### src/hdl/sscp_pkg.sv
`timescale 1ns / 1ps
`default_nettype none

package sscp_pkg;

    localparam int POS_W     = 32;
    localparam int PER_W     = 24;
    localparam int MINP_W    = 16;
    localparam int DUTY_W    = 8;
    localparam int CFG_W     = 32;
    localparam int CFG_IDX_W = 2;
    localparam int DIV_W     = 24;
    localparam int DIV_CNT_W = 5;
    localparam int PC_W      = 4;

    typedef logic [CFG_IDX_W-1:0] cfg_idx_t;

    localparam cfg_idx_t REG_MIN_POSITION = 2'd0;
    localparam cfg_idx_t REG_MAX_POSITION = 2'd1;
    localparam cfg_idx_t REG_MIN_PULSE_US = 2'd2;
    localparam cfg_idx_t REG_DUTY_Q8      = 2'd3;

    typedef logic [PC_W-1:0] upc_t;

    localparam upc_t ADDR_WAIT  = 4'd0;
    localparam upc_t ADDR_DIFF  = 4'd1;
    localparam upc_t ADDR_MAG   = 4'd2;
    localparam upc_t ADDR_ROUND = 4'd3;
    localparam upc_t ADDR_DIV1  = 4'd4;
    localparam upc_t ADDR_CAP   = 4'd5;
    localparam upc_t ADDR_DIV2  = 4'd6;
    localparam upc_t ADDR_MUL   = 4'd7;
    localparam upc_t ADDR_WIDTH = 4'd8;
    localparam upc_t ADDR_EMIT  = 4'd9;
    localparam upc_t ADDR_LAST  = ADDR_EMIT;

    typedef enum logic [3:0] {
        OP_NOP,
        OP_WAIT,
        OP_DIFF,
        OP_MAG,
        OP_ROUND,
        OP_DIV,
        OP_CAP,
        OP_MUL,
        OP_WIDTH,
        OP_EMIT
    } op_t;

    typedef enum logic [2:0] {
        COND_NEVER,
        COND_ALWAYS,
        COND_NO_INPUT,
        COND_SKIP_BAD,
        COND_SKIP_SMALL,
        COND_DIV_BUSY,
        COND_NO_PULSES,
        COND_OUT_BUSY
    } cond_t;

    typedef struct packed {
        op_t   op;
        cond_t cond;
        upc_t  target;
    } uword_t;

    typedef struct packed {
        logic no_input;
        logic bad;
        logic small_move;
        logic div_busy;
        logic no_pulses;
        logic out_busy;
    } flags_t;

endpackage

`default_nettype wire

### src/hdl/sscp_ucode_rom.sv
`timescale 1ns / 1ps
`default_nettype none

module sscp_ucode_rom
    import sscp_pkg::*;
(
    input  wire upc_t pc,
    output uword_t    word
);

    always_comb
    begin
        case (pc)
            ADDR_WAIT:  word = '{op: OP_WAIT,  cond: COND_NO_INPUT,   target: ADDR_WAIT};
            ADDR_DIFF:  word = '{op: OP_DIFF,  cond: COND_NEVER,      target: ADDR_WAIT};
            ADDR_MAG:   word = '{op: OP_MAG,   cond: COND_SKIP_BAD,   target: ADDR_EMIT};
            ADDR_ROUND: word = '{op: OP_ROUND, cond: COND_SKIP_SMALL, target: ADDR_EMIT};
            ADDR_DIV1:  word = '{op: OP_DIV,   cond: COND_DIV_BUSY,   target: ADDR_DIV1};
            ADDR_CAP:   word = '{op: OP_CAP,   cond: COND_NO_PULSES,  target: ADDR_EMIT};
            ADDR_DIV2:  word = '{op: OP_DIV,   cond: COND_DIV_BUSY,   target: ADDR_DIV2};
            ADDR_MUL:   word = '{op: OP_MUL,   cond: COND_NEVER,      target: ADDR_WAIT};
            ADDR_WIDTH: word = '{op: OP_WIDTH, cond: COND_NEVER,      target: ADDR_WAIT};
            ADDR_EMIT:  word = '{op: OP_EMIT,  cond: COND_OUT_BUSY,   target: ADDR_EMIT};
            default:    word = '{op: OP_NOP,   cond: COND_ALWAYS,     target: ADDR_WAIT};
        endcase
    end

endmodule

`default_nettype wire

### src/hdl/sscp_divider.sv
`timescale 1ns / 1ps
`default_nettype none

module sscp_divider
    import sscp_pkg::*;
(
    input  wire logic             clk,
    input  wire logic             rst_n,
    input  wire logic             load,
    input  wire logic             step,
    input  wire logic [DIV_W-1:0] dividend,
    input  wire logic [DIV_W-1:0] divisor,
    output logic      [DIV_W-1:0] quotient,
    output logic                  busy
);

    logic [DIV_CNT_W-1:0] cnt_reg;
    logic [DIV_CNT_W-1:0] cnt_next;
    logic [DIV_W-1:0]     rem_reg;
    logic [DIV_W-1:0]     rem_next;
    logic [DIV_W-1:0]     quo_reg;
    logic [DIV_W-1:0]     quo_next;
    logic [DIV_W-1:0]     dsr_reg;
    logic [DIV_W-1:0]     dsr_next;
    logic [DIV_W:0]       trial;
    logic [DIV_W:0]       diff;
    logic                 ge;

    assign trial    = {rem_reg, quo_reg[DIV_W-1]};
    assign diff     = trial - {1'b0, dsr_reg};
    assign ge       = trial >= {1'b0, dsr_reg};
    assign quotient = quo_reg;
    assign busy     = cnt_reg != '0;

    always_comb
    begin
        cnt_next = cnt_reg;
        rem_next = rem_reg;
        quo_next = quo_reg;
        dsr_next = dsr_reg;
        if (load)
        begin
            cnt_next = DIV_CNT_W'(DIV_W - 1);
            rem_next = '0;
            quo_next = dividend;
            dsr_next = divisor;
        end
        else if (step)
        begin
            if (busy)
            begin
                cnt_next = cnt_reg - 1'b1;
            end
            rem_next = ge ? diff[DIV_W-1:0] : trial[DIV_W-1:0];
            quo_next = {quo_reg[DIV_W-2:0], ge};
        end
    end

    always_ff @(posedge clk or negedge rst_n)
    begin
        if (!rst_n)
        begin
            cnt_reg <= '0;
        end
        else
        begin
            cnt_reg <= cnt_next;
        end
    end

    always_ff @(posedge clk)
    begin
        rem_reg <= rem_next;
        quo_reg <= quo_next;
        dsr_reg <= dsr_next;
    end

endmodule

`default_nettype wire

### src/hdl/sscp_sequencer.sv
`timescale 1ns / 1ps
`default_nettype none

module sscp_sequencer
    import sscp_pkg::*;
(
    input  wire logic   clk,
    input  wire logic   rst_n,
    input  wire uword_t word,
    input  wire flags_t flags,
    output upc_t        pc
);

    upc_t pc_reg;
    upc_t pc_next;
    logic taken;

    assign pc = pc_reg;

    always_comb
    begin
        case (word.cond)
            COND_NEVER:      taken = 1'b0;
            COND_ALWAYS:     taken = 1'b1;
            COND_NO_INPUT:   taken = flags.no_input;
            COND_SKIP_BAD:   taken = flags.bad;
            COND_SKIP_SMALL: taken = flags.small_move;
            COND_DIV_BUSY:   taken = flags.div_busy;
            COND_NO_PULSES:  taken = flags.no_pulses;
            COND_OUT_BUSY:   taken = flags.out_busy;
            default:         taken = 1'b1;
        endcase
    end

    always_comb
    begin
        priority if (taken)
        begin
            pc_next = word.target;
        end
        else if (pc_reg == ADDR_LAST)
        begin
            pc_next = ADDR_WAIT;
        end
        else
        begin
            pc_next = pc_reg + 1'b1;
        end
    end

    always_ff @(posedge clk or negedge rst_n)
    begin
        if (!rst_n)
        begin
            pc_reg <= ADDR_WAIT;
        end
        else
        begin
            pc_reg <= pc_next;
        end
    end

endmodule

`default_nettype wire

### src/hdl/stepper_step_command_planner.sv
// Step command planner: one command per control period.
// Input channel (in_valid/in_ready): goal_position, period_us. The block
// takes one item at a time; in_ready is high only while it waits for work.
// Output channel (out_valid/out_ready): status, pulse_count, direction,
// direction_changed, limited, step_cycle_us, high_time_us, position.
// Configuration: cfg_write with cfg_index 0..3 writes min_position,
// max_position, min_pulse_us, duty_q8 from cfg_data, no wait, no read-back.
// Steps: a full plan runs from acceptance to out_valid through difference,
// magnitude, rounding, 24-step cap division, cap, 24-step period division,
// multiply, width and output load; a refused target goes from magnitude
// straight to output load, as does a move under one pulse after rounding
// and zero pulses after the cap. Both divisions pass through the shared
// one-bit-per-cycle divider; a new item is taken only back in the wait step.
// A finished result sits in the output register; if the receiver stalls,
// the next item is still computed and waits in the output step until the
// register frees. Reset clears the tracked position and direction and loads
// the register defaults.
`timescale 1ns / 1ps
`default_nettype none

module stepper_step_command_planner
    import sscp_pkg::*;
#(
    parameter int FRAC_BITS = 8
)
(
    input  wire logic                    clk,
    input  wire logic                    rst_n,
    input  wire logic                    cfg_write,
    input  wire logic [CFG_IDX_W-1:0]    cfg_index,
    input  wire logic [CFG_W-1:0]        cfg_data,
    input  wire logic                    in_valid,
    output logic                         in_ready,
    input  wire logic signed [POS_W-1:0] goal_position,
    input  wire logic [PER_W-1:0]        period_us,
    output logic                         out_valid,
    input  wire logic                    out_ready,
    output logic                         status,
    output logic [PER_W-1:0]             pulse_count,
    output logic                         direction,
    output logic                         direction_changed,
    output logic                         limited,
    output logic [PER_W-1:0]             step_cycle_us,
    output logic [PER_W-1:0]             high_time_us,
    output logic signed [POS_W-1:0]      position
);

    localparam logic [POS_W:0] ONE  = (POS_W + 1)'(1) << FRAC_BITS;
    localparam logic [POS_W:0] HALF = ONE >> 1;

    upc_t   pc;
    uword_t word;
    flags_t flags;

    logic signed [POS_W-1:0] min_pos_reg, min_pos_next;
    logic signed [POS_W-1:0] max_pos_reg, max_pos_next;
    logic [MINP_W-1:0]       min_pulse_reg, min_pulse_next;
    logic [DUTY_W-1:0]       duty_reg, duty_next;
    logic [POS_W-1:0]        tracked_reg, tracked_next;
    logic                    dir_reg, dir_next;
    logic                    out_valid_reg, out_valid_next;

    logic [POS_W-1:0]        desired_reg, desired_next;
    logic [PER_W-1:0]        period_reg, period_next;
    logic [POS_W:0]          diff_reg, diff_next;
    logic                    bad_reg, bad_next;
    logic                    near_reg, near_next;
    logic [POS_W-1:0]        mag_reg, mag_next;
    logic [POS_W:0]          count_reg, count_next;
    logic                    stat_w_reg, stat_w_next;
    logic                    chg_w_reg, chg_w_next;
    logic                    lim_w_reg, lim_w_next;
    logic [PER_W-1:0]        cyc_w_reg, cyc_w_next;
    logic [PER_W-1:0]        wid_w_reg, wid_w_next;
    logic [PER_W+DUTY_W-1:0] prod_reg, prod_next;

    logic                    o_stat_reg, o_stat_next;
    logic [PER_W-1:0]        o_cnt_reg, o_cnt_next;
    logic                    o_dir_reg, o_dir_next;
    logic                    o_chg_reg, o_chg_next;
    logic                    o_lim_reg, o_lim_next;
    logic [PER_W-1:0]        o_cyc_reg, o_cyc_next;
    logic [PER_W-1:0]        o_wid_reg, o_wid_next;
    logic [POS_W-1:0]        o_pos_reg, o_pos_next;

    logic signed [POS_W:0]   des_x, trk_x, min_x, max_x, half_x;
    logic [POS_W:0]          mag_full;
    logic [POS_W:0]          mag_ext;
    logic [POS_W:0]          rounded;
    logic [PER_W-1:0]        minp;
    logic [DIV_W-1:0]        quotient;
    logic                    div_busy;
    logic                    div_load;
    logic [DIV_W-1:0]        div_divisor;
    logic                    over;
    logic [PER_W-1:0]        cap_count;
    logic [POS_W-1:0]        move;
    logic [PER_W-1:0]        raw_width;
    logic                    out_free;
    logic                    small_move;
    logic                    new_dir;

    sscp_ucode_rom u_rom (
        .pc   (pc),
        .word (word)
    );

    sscp_sequencer u_seq (
        .clk   (clk),
        .rst_n (rst_n),
        .word  (word),
        .flags (flags),
        .pc    (pc)
    );

    sscp_divider u_div (
        .clk      (clk),
        .rst_n    (rst_n),
        .load     (div_load),
        .step     (word.op == OP_DIV),
        .dividend (period_reg),
        .divisor  (div_divisor),
        .quotient (quotient),
        .busy     (div_busy)
    );

    assign in_ready   = word.op == OP_WAIT;
    assign out_free   = !out_valid_reg || out_ready;
    assign minp       = (min_pulse_reg == '0) ? PER_W'(1) : PER_W'(min_pulse_reg);

    assign des_x      = $signed({desired_reg[POS_W-1], desired_reg});
    assign trk_x      = $signed({tracked_reg[POS_W-1], tracked_reg});
    assign min_x      = $signed({min_pos_reg[POS_W-1], min_pos_reg});
    assign max_x      = $signed({max_pos_reg[POS_W-1], max_pos_reg});
    assign half_x     = $signed(HALF);

    assign mag_full   = diff_reg[POS_W] ? (~diff_reg + 1'b1) : diff_reg;
    assign mag_ext    = {1'b0, mag_reg};
    assign small_move = mag_ext < ONE;
    assign new_dir    = diff_reg[POS_W];
    assign rounded    = near_reg ? (mag_ext >> FRAC_BITS) : ((mag_ext + HALF) >> FRAC_BITS);

    assign over        = count_reg > (POS_W + 1)'(quotient);
    assign cap_count   = over ? quotient : count_reg[PER_W-1:0];
    assign div_load    = (word.op == OP_ROUND) || (word.op == OP_CAP);
    assign div_divisor = (word.op == OP_CAP) ? cap_count : minp;

    assign move       = count_reg[POS_W-1:0] << FRAC_BITS;
    assign raw_width  = prod_reg[PER_W+DUTY_W-1:DUTY_W];

    assign flags.no_input   = !in_valid;
    assign flags.bad        = bad_reg;
    assign flags.small_move = small_move;
    assign flags.div_busy   = div_busy;
    assign flags.no_pulses  = cap_count == '0;
    assign flags.out_busy   = !out_free;

    always_comb
    begin
        min_pos_next   = min_pos_reg;
        max_pos_next   = max_pos_reg;
        min_pulse_next = min_pulse_reg;
        duty_next      = duty_reg;
        tracked_next   = tracked_reg;
        dir_next       = dir_reg;
        out_valid_next = out_valid_reg;

        desired_next = desired_reg;
        period_next  = period_reg;
        diff_next    = diff_reg;
        bad_next     = bad_reg;
        near_next    = near_reg;
        mag_next     = mag_reg;
        count_next   = count_reg;
        stat_w_next  = stat_w_reg;
        chg_w_next   = chg_w_reg;
        lim_w_next   = lim_w_reg;
        cyc_w_next   = cyc_w_reg;
        wid_w_next   = wid_w_reg;
        prod_next    = prod_reg;

        o_stat_next = o_stat_reg;
        o_cnt_next  = o_cnt_reg;
        o_dir_next  = o_dir_reg;
        o_chg_next  = o_chg_reg;
        o_lim_next  = o_lim_reg;
        o_cyc_next  = o_cyc_reg;
        o_wid_next  = o_wid_reg;
        o_pos_next  = o_pos_reg;

        if (cfg_write)
        begin
            case (cfg_index)
                REG_MIN_POSITION: min_pos_next   = $signed(cfg_data);
                REG_MAX_POSITION: max_pos_next   = $signed(cfg_data);
                REG_MIN_PULSE_US: min_pulse_next = cfg_data[MINP_W-1:0];
                REG_DUTY_Q8:      duty_next      = cfg_data[DUTY_W-1:0];
                default:          duty_next      = duty_reg;
            endcase
        end

        if (out_valid_reg && out_ready)
        begin
            out_valid_next = 1'b0;
        end

        case (word.op)
            OP_WAIT:
            begin
                if (in_valid)
                begin
                    desired_next = goal_position;
                    period_next  = period_us;
                    count_next   = '0;
                    stat_w_next  = 1'b0;
                    chg_w_next   = 1'b0;
                    lim_w_next   = 1'b0;
                    cyc_w_next   = '0;
                    wid_w_next   = '0;
                end
            end
            OP_DIFF:
            begin
                diff_next = des_x - trk_x;
                bad_next  = (des_x < min_x) || (des_x > max_x);
                near_next = (des_x >= max_x - half_x) || (des_x <= min_x + half_x);
            end
            OP_MAG:
            begin
                mag_next    = mag_full[POS_W-1:0];
                stat_w_next = bad_reg;
            end
            OP_ROUND:
            begin
                if (!small_move)
                begin
                    dir_next   = new_dir;
                    chg_w_next = new_dir != dir_reg;
                    count_next = rounded;
                end
            end
            OP_CAP:
            begin
                count_next = (POS_W + 1)'(cap_count);
                lim_w_next = over;
            end
            OP_MUL:
            begin
                cyc_w_next = quotient;
                prod_next  = quotient * duty_reg;
            end
            OP_WIDTH:
            begin
                wid_w_next   = (raw_width < minp) ? minp : raw_width;
                tracked_next = dir_reg ? (tracked_reg - move) : (tracked_reg + move);
            end
            OP_EMIT:
            begin
                if (out_free)
                begin
                    out_valid_next = 1'b1;
                    o_stat_next    = stat_w_reg;
                    o_cnt_next     = count_reg[PER_W-1:0];
                    o_dir_next     = dir_reg;
                    o_chg_next     = chg_w_reg;
                    o_lim_next     = lim_w_reg;
                    o_cyc_next     = cyc_w_reg;
                    o_wid_next     = wid_w_reg;
                    o_pos_next     = tracked_reg;
                end
            end
            default:
            begin
                prod_next = prod_reg;
            end
        endcase
    end

    always_ff @(posedge clk or negedge rst_n)
    begin
        if (!rst_n)
        begin
            min_pos_reg   <= {1'b1, {(POS_W-1){1'b0}}};
            max_pos_reg   <= {1'b0, {(POS_W-1){1'b1}}};
            min_pulse_reg <= MINP_W'(5);
            duty_reg      <= DUTY_W'(128);
            tracked_reg   <= '0;
            dir_reg       <= 1'b0;
            out_valid_reg <= 1'b0;
        end
        else
        begin
            min_pos_reg   <= min_pos_next;
            max_pos_reg   <= max_pos_next;
            min_pulse_reg <= min_pulse_next;
            duty_reg      <= duty_next;
            tracked_reg   <= tracked_next;
            dir_reg       <= dir_next;
            out_valid_reg <= out_valid_next;
        end
    end

    always_ff @(posedge clk)
    begin
        desired_reg <= desired_next;
        period_reg  <= period_next;
        diff_reg    <= diff_next;
        bad_reg     <= bad_next;
        near_reg    <= near_next;
        mag_reg     <= mag_next;
        count_reg   <= count_next;
        stat_w_reg  <= stat_w_next;
        chg_w_reg   <= chg_w_next;
        lim_w_reg   <= lim_w_next;
        cyc_w_reg   <= cyc_w_next;
        wid_w_reg   <= wid_w_next;
        prod_reg    <= prod_next;
        o_stat_reg  <= o_stat_next;
        o_cnt_reg   <= o_cnt_next;
        o_dir_reg   <= o_dir_next;
        o_chg_reg   <= o_chg_next;
        o_lim_reg   <= o_lim_next;
        o_cyc_reg   <= o_cyc_next;
        o_wid_reg   <= o_wid_next;
        o_pos_reg   <= o_pos_next;
    end

    assign out_valid         = out_valid_reg;
    assign status            = o_stat_reg;
    assign pulse_count       = o_cnt_reg;
    assign direction         = o_dir_reg;
    assign direction_changed = o_chg_reg;
    assign limited           = o_lim_reg;
    assign step_cycle_us     = o_cyc_reg;
    assign high_time_us      = o_wid_reg;
    assign position          = $signed(o_pos_reg);

endmodule

`default_nettype wire

### config.mk
export PLATFORM = sky130hd
export DESIGN_NAME = stepper_step_command_planner
export DESIGN_NICKNAME = d
export VERILOG_FILES = /design/src/hdl/sscp_pkg.sv /design/src/hdl/sscp_ucode_rom.sv /design/src/hdl/sscp_divider.sv /design/src/hdl/sscp_sequencer.sv /design/src/hdl/stepper_step_command_planner.sv
export SDC_FILE = /design/constraint.sdc
export NUM_CORES = 2
export LEC_CHECK = 0
export ABC_AREA = 1
export BUFFER_PORTS_ARGS = -buffer_cell sky130_fd_sc_hd__buf_2
export CORE_ASPECT_RATIO = 0.6
export CORE_MARGIN = 2
export CORE_UTILIZATION = 42
export DETAILED_ROUTE_END_ITERATION = 8
export SLEW_MARGIN = 10
export SYNTH_ARGS = -nofsm -noshare
export SYNTH_HDL_FRONTEND = slang
export SYNTH_HIERARCHICAL = 1
export SYNTH_SLANG_ARGS = --single-unit
export TNS_END_PERCENT = 1
### constraint.sdc
create_clock -name clk -period 11.6 [get_ports clk]
set_input_delay 1.16 -clock clk [delete_from_list [all_inputs] [get_ports clk]]
set_output_delay 1.16 -clock clk [all_outputs]
set_load 0.02 [all_outputs]
# After elaboration in Yosys (flattened, before gate mapping)
# Memory sizes are Yosys's and may differ from the RTL's.
# Cells that the tools add are included.
[classes] mul=1 magnitude_cmp=8 mux=30 n_addsub=10 n_bitwise=2 eq_ne=23 reduce_logical=35
[op_table] operator="$mux 24" count=7
[op_table] operator="$pmux 33 s3" count=1
[op_table] operator="$pmux 24 s2" count=2
[op_table] operator="$mux 33" count=2
[op_table] operator="$mux 32" count=2
[op_table] operator="$add 32x8->33 const B" count=1
[op_table] operator="$add 32x9->33 const B" count=1
[op_table] operator="$ge 32x33->1" count=1
[op_table] operator="$gt 33x24->1" count=1
[op_table] operator="$le 32x33->1" count=1
[op_table] operator="$sub 32x32->33" count=1
[op_table] operator="$sub 32x9->33 const B" count=1
[op_table] operator="$add 32x1->32 const B" count=1
[op_table] operator="$add 32x32->32" count=1
[op_table] operator="$gt 32x32->1" count=1
[op_table] operator="$lt 32x32->1" count=1
[op_table] operator="$lt 32x9->1 const B" count=1
[op_table] operator="$mul 24x8->32" count=1
[op_table] operator="$not 32->32" count=1
[op_table] operator="$sub 32x32->32" count=1
[op_table] operator="$ge 25x24->1" count=1
[op_table] operator="$mux 25" count=1
[op_table] operator="$logic_not 24->1" count=1
[op_table] operator="$lt 24x16->1" count=1
[op_table] operator="32 further kinds" count=76
[totals] word_cells=143 regBits=550 inputBits=95 mem_count=1 mem_bits_ro=176 out_inout_bits=110
[memory_table] memory="(name not given)" words=16 width=11 read_ports=1 rd_clocked_by_memory_dff=0 wr=0 line="sscp_ucode_rom.sv:13" source="case (pc)"

# Logic depth before layout (Yosys ltp)
[logic_depth] ltp_word=5 ltp_mapped=30

# By module
# Netlist, hierarchy kept.
[by_module_without_submodules] module="stepper_step_command_planner" instances=1 seq_area_each_um2=12385.6 area_per_inst_um2=30762.0 cells_each=3510
[by_module_without_submodules] module="sscp_divider" instances=1 seq_area_each_um2=2047.0 area_per_inst_um2=5111.2 cells_each=719
[by_module_without_submodules] module="sscp_sequencer" instances=1 seq_area_each_um2=100.1 area_per_inst_um2=322.8 cells_each=50
[by_module_without_submodules] module="sscp_ucode_rom" instances=1 seq_area_each_um2=0.0 area_per_inst_um2=274.0 cells_each=44

# Worst setup path after synthesis
# OpenSTA, ideal clock, no wires.
[synth_timing] path_kind="reg-to-reg" startpoint="register u_seq.pc_reg[0], in the netlist u_seq/pc[0]" endpoint="register o_dir_reg, in the netlist direction, enable pin" stages_incl_launch_ff=8 arrival_ns=5.576 t_required_ns=11.041 slack_ns=5.465 n_path_buf=0 cell_sequence="dfrtp_1 > inv_2 > ha_1 > o21ai_0 > nor2_1 > nor2_1 > nand3_1 > nor2_1"
[synth_rtl] element="start, declared" line="sscp_sequencer.sv:14" source="upc_t pc_reg;"
[synth_rtl] element="start signal, assigned" line="sscp_sequencer.sv:59" source="pc_reg <= pc_next;"
[synth_rtl] element="end signal, assigned" line="stepper_step_command_planner.sv:320" source="o_dir_reg <= o_dir_next;"
[synth_rtl] element="end, declared" line="stepper_step_command_planner.sv:79" source="logic o_dir_reg, o_dir_next;"

# Final worst setup path
[layout_timing] startpoint="register duty_reg[4]" endpoint="register prod_reg[28] (data pin)"
[layout_between] elab_chain_cells=1
[layout_rtl] element="start, declared" line="stepper_step_command_planner.sv:58" source="logic [DUTY_W-1:0] duty_reg, duty_next;"
[layout_rtl] element="start signal, assigned" line="stepper_step_command_planner.sv:296" source="duty_reg <= duty_next;"
[layout_rtl] element="$mul 24x8->32" line="stepper_step_command_planner.sv:250" source="prod_next = quotient * duty_reg;"
[layout_rtl] element="end signal, assigned" line="stepper_step_command_planner.sv:317" source="prod_reg <= prod_next;"
[layout_rtl] element="end, declared" line="stepper_step_command_planner.sv:75" source="logic [PER_W+DUTY_W-1:0] prod_reg, prod_next;"
# Every way passes these cells.
# A chain may end at the register's enable or synchronous reset.

==> results by group <==
Timing
  • Worst setup margin: 6.20 ns
  • Post-route minimum period: 5.40 ns
  • RSZ-0062 raised after global routing: false
  • Fin. max-slew vios: 0
  • Part of the cycle the worst path needs: 0.466
  • Worst-Margin Slew: 1.14 ns
  • Total negative slack: 0 ns
  • Final setup viols: 0
  • Fin. Hold Viols: 0
  • Max Fclk: around 0.19 GHz
  • Rel. slew slack: 0.237
  • Final clock skew: around 0.053 ns

Critical path
  • Setup crit start kind: flop
  • Critical Path Fanout Max: 25
  • Reg2Reg Launch Point: duty_reg[4]$_DFFE_PN0P_
  • Worst EP arrival: slightly below 6 ns
  • Critical-path cell list: nand2_1 > fa_1 > inv_1 > fa_1 > fa_1 > inv_1 > fa_1 > inv_1 > ha_1 > a21oi_1 > inv_1 > a31oi_1 > o21ai_0 > a21oi_1 > nand2_1 > nand2_1 > nand2_1
  • Register-to-register setup slack: ~6.2 ns
  • R2R depth: 17
  • Worst flop-to-flop path endpoint: prod_reg[28]$_DFFE_PP_
  • Slowest-stage cell, CP: dfrtp_1
  • CP required: 11.97 ns
  • CP Capture Type: flop
  • Worst setup path category: flop to flop
  • Highest cell delay on the worst timing path: 1.10 ns

Die
  • Initial Util: 0.425
  • Io pins: 205
  • Placement row count: 83
  • Core area: 85,800 sq um
  • Die area: 89,300 sq um
  • Die W: 384 um
  • Height of the die: roughly 230 um

Drt
  • Initial DRC count: between 2k and 3k
  • Antenna-violating nets left: 0
  • Vias: 29.2k
  • Overall routed net length: 108,000 um
  • Via density: 5.15
  • DRC violations left: 22
  • Drt first pass iters: 9
  • Routed len/inst: 19.0 um

Placed design
  • Placed inst area: 38,600 sq um
  • RePlAce Congestion: approximately 0.94
  • I/O Buffers: 196
  • Hpwl dp: about 85,000 um
  • DP Worst Slack: 6.35 ns

Global route
  • Met3 Usage GRT: 0.0530
  • Total grt overflow: 0
  • First-pass GRT wire length: 166,000 um
  • M2 GR Usage: 0.329
  • Pin count of the biggest net entering global routing: 69
  • GRT busiest layer: met1
  • Total GRT Usage: 0.244
  • M1 GR Usage: 0.392
  • Vias in the first global route: approximately 28k
  • Initial antenna violation count: 2

Hold path
  • Hold EP: high_time_us[9]$_DFFE_PP_
  • Min-delay worst type: flop to flop
  • Hold depth: 0
  • Hold Crit Start: wid_w_reg[9]$_SDFFCE_PN0P_

Clock network
  • Post-CTS Setup Inserts: 0
  • Clock-pin slew on the worst setup and hold paths: 0.07 ns
  • CTS sink cnt: 511
  • Worst skew pair latency: 0.66 ns
  • CTS tree: done
  • H-tree depth: 2
  • Root Driver: clkbuf_16
  • CTS Buf Count: 52
  • Post-CTS Hold Fix Bufs: 0
  • Post_cts resized: 0
  • Maximum clock path buffer count: 3

Finish
  • Fin util: 0.470
  • Area of the multi-input gates: 18,400 sq um
  • Area grow syn2layout: 10.6%
  • Most common cell after layout, fill and taps aside: nand2_1
  • Count of nets after finishing: 5,004
  • Largest register FFs: 33
  • Fillers: 8,454
  • Design area: 40,300 sq um
  • Register Area: 14,500 sq um
  • Ratio of cells with drive above 1 in the final layout: 0.102
  • Most frequent cells in the layout: nand2_1 (1,023), inv_1 (791), edfxtp_1 (364)

Logic synthesis
  • Yosys reg bits: 511
  • Async set-reset flop share out of synthesis: 0.241
  • EDFF count, synth: roughly 360
  • Synth Flop Type: edfxtp_1
  • Top post-synthesis cells by area: edfxtp_1 (30%), nand2_1 (11%), ha_1 (9.8%)
  • Syn. warnings: 6
  • Sequential share of the synthesized area: 0.398
  • Mapped Cells: 4,323
  • Yosys cell types: 69
  • Cell taking the most area after synthesis: edfxtp_1
  • Mapped Area: 36,500 sq um
  • Synth Area per Inst: 8.44 sq um
  • Share of the synthesized area in the top cell type: 0.300

Outcome
  • Result of the run: finished, violations left
  • Violated checks: DRC

Flow run
  • Max-cap violations: 0
-- worst max-delay path by stage --
| stage | startpoint | slack (ns) | end | cells past startpoint |
|---|---|---|---|---|
| global route | duty_reg[2]$_DFFE_PN0P_ | 5.97 | prod_reg[20]$_DFFE_PP_ | 16 |
| detailed placement | duty_reg[4]$_DFFE_PN0P_ | 6.35 | prod_reg[28]$_DFFE_PP_ | 17 |
| floorplan | u_seq/pc[0]$_DFF_PN0_ | 5.46 | direction$_DFFE_PP_ | 7 |
| CTS | duty_reg[4]$_DFFE_PN0P_ | 6.34 | prod_reg[28]$_DFFE_PP_ | 17 |
| global placement | duty_reg[6]$_DFFE_PN0P_ | 6.41 | prod_reg[31]$_DFFE_PP_ | 16 |
| finish | duty_reg[4]$_DFFE_PN0P_ | 6.20 | prod_reg[28]$_DFFE_PP_ | 17 |
-- stage by stage --
step | hold slack [ns] | cells
after floorplan | 0.400 | 4330
after global placement | 0.402 | 5581
after detailed placement | 0.405 | 5581
after CTS | 0.397 | 5677
after global routing | 0.407 | 5677
final | 0.403 | 5679
-- cells in the mapped netlist (35+ instances only) --
cell	number
nor2_1	294
fa_1	134
clkbuf_1	87
xnor2_1	49
nor3_1	45
xor2_1	102
nand2_1	1024
nand4_1	64
inv_1	791
dfstp_2	35
a21oi_1	218
o21ai_0	237
edfxtp_1	364
dfrtp_1	88
ha_1	287
nand3_1	174
-- worst max-delay path, delay by kind of cell, from the launching register on --
family | cells | cell delay (ns)
buf+inv | 4 | 0.20
flops | 1 | 1.10
simple gates | 4 | 0.38
fa+ha+maj | 5 | 2.48
compound gates | 4 | 1.00
-- routing by layer --
metal | routed length, um | up-vias
met3 | 10800 | 102
met5 | 168 | -
met4 | 1550 | 4
met1 | 54300 | 13700
li1 | - | 14300
met2 | 41000 | 1102
-- logic make-up (layout without fill, tap and decap cells) --
logic type               Yosys count  count (layout)  share of synthesized area
AO/OA/AOI/OAI                    573             573                     0.0855
AND/OR/NAND/NOR                 1740            1740                      0.209
buffers and inverters            926            1126                     0.0986
adder cells (fa/ha/maj)          421             421                      0.172
XOR/XNOR                         151             151                     0.0363
flip-flops                       511             511                      0.398
other                              1              10                   0.000103
-- cell type report --
type                            instances  area share
Clock inverter                         25     0.00590
Tap cell                             1147      0.0356
Inverter                              808      0.0753
Multi-Input combinational cell       2893       0.457
Antenna cell                            2    0.000124
Clock buffer                           71      0.0366
Timing Repair Buffer                  222      0.0293
Sequential cell                       511       0.360
Power is not shown: default switching activity piles up to over one toggle a cycle in this logic, so the estimate is an artifact.
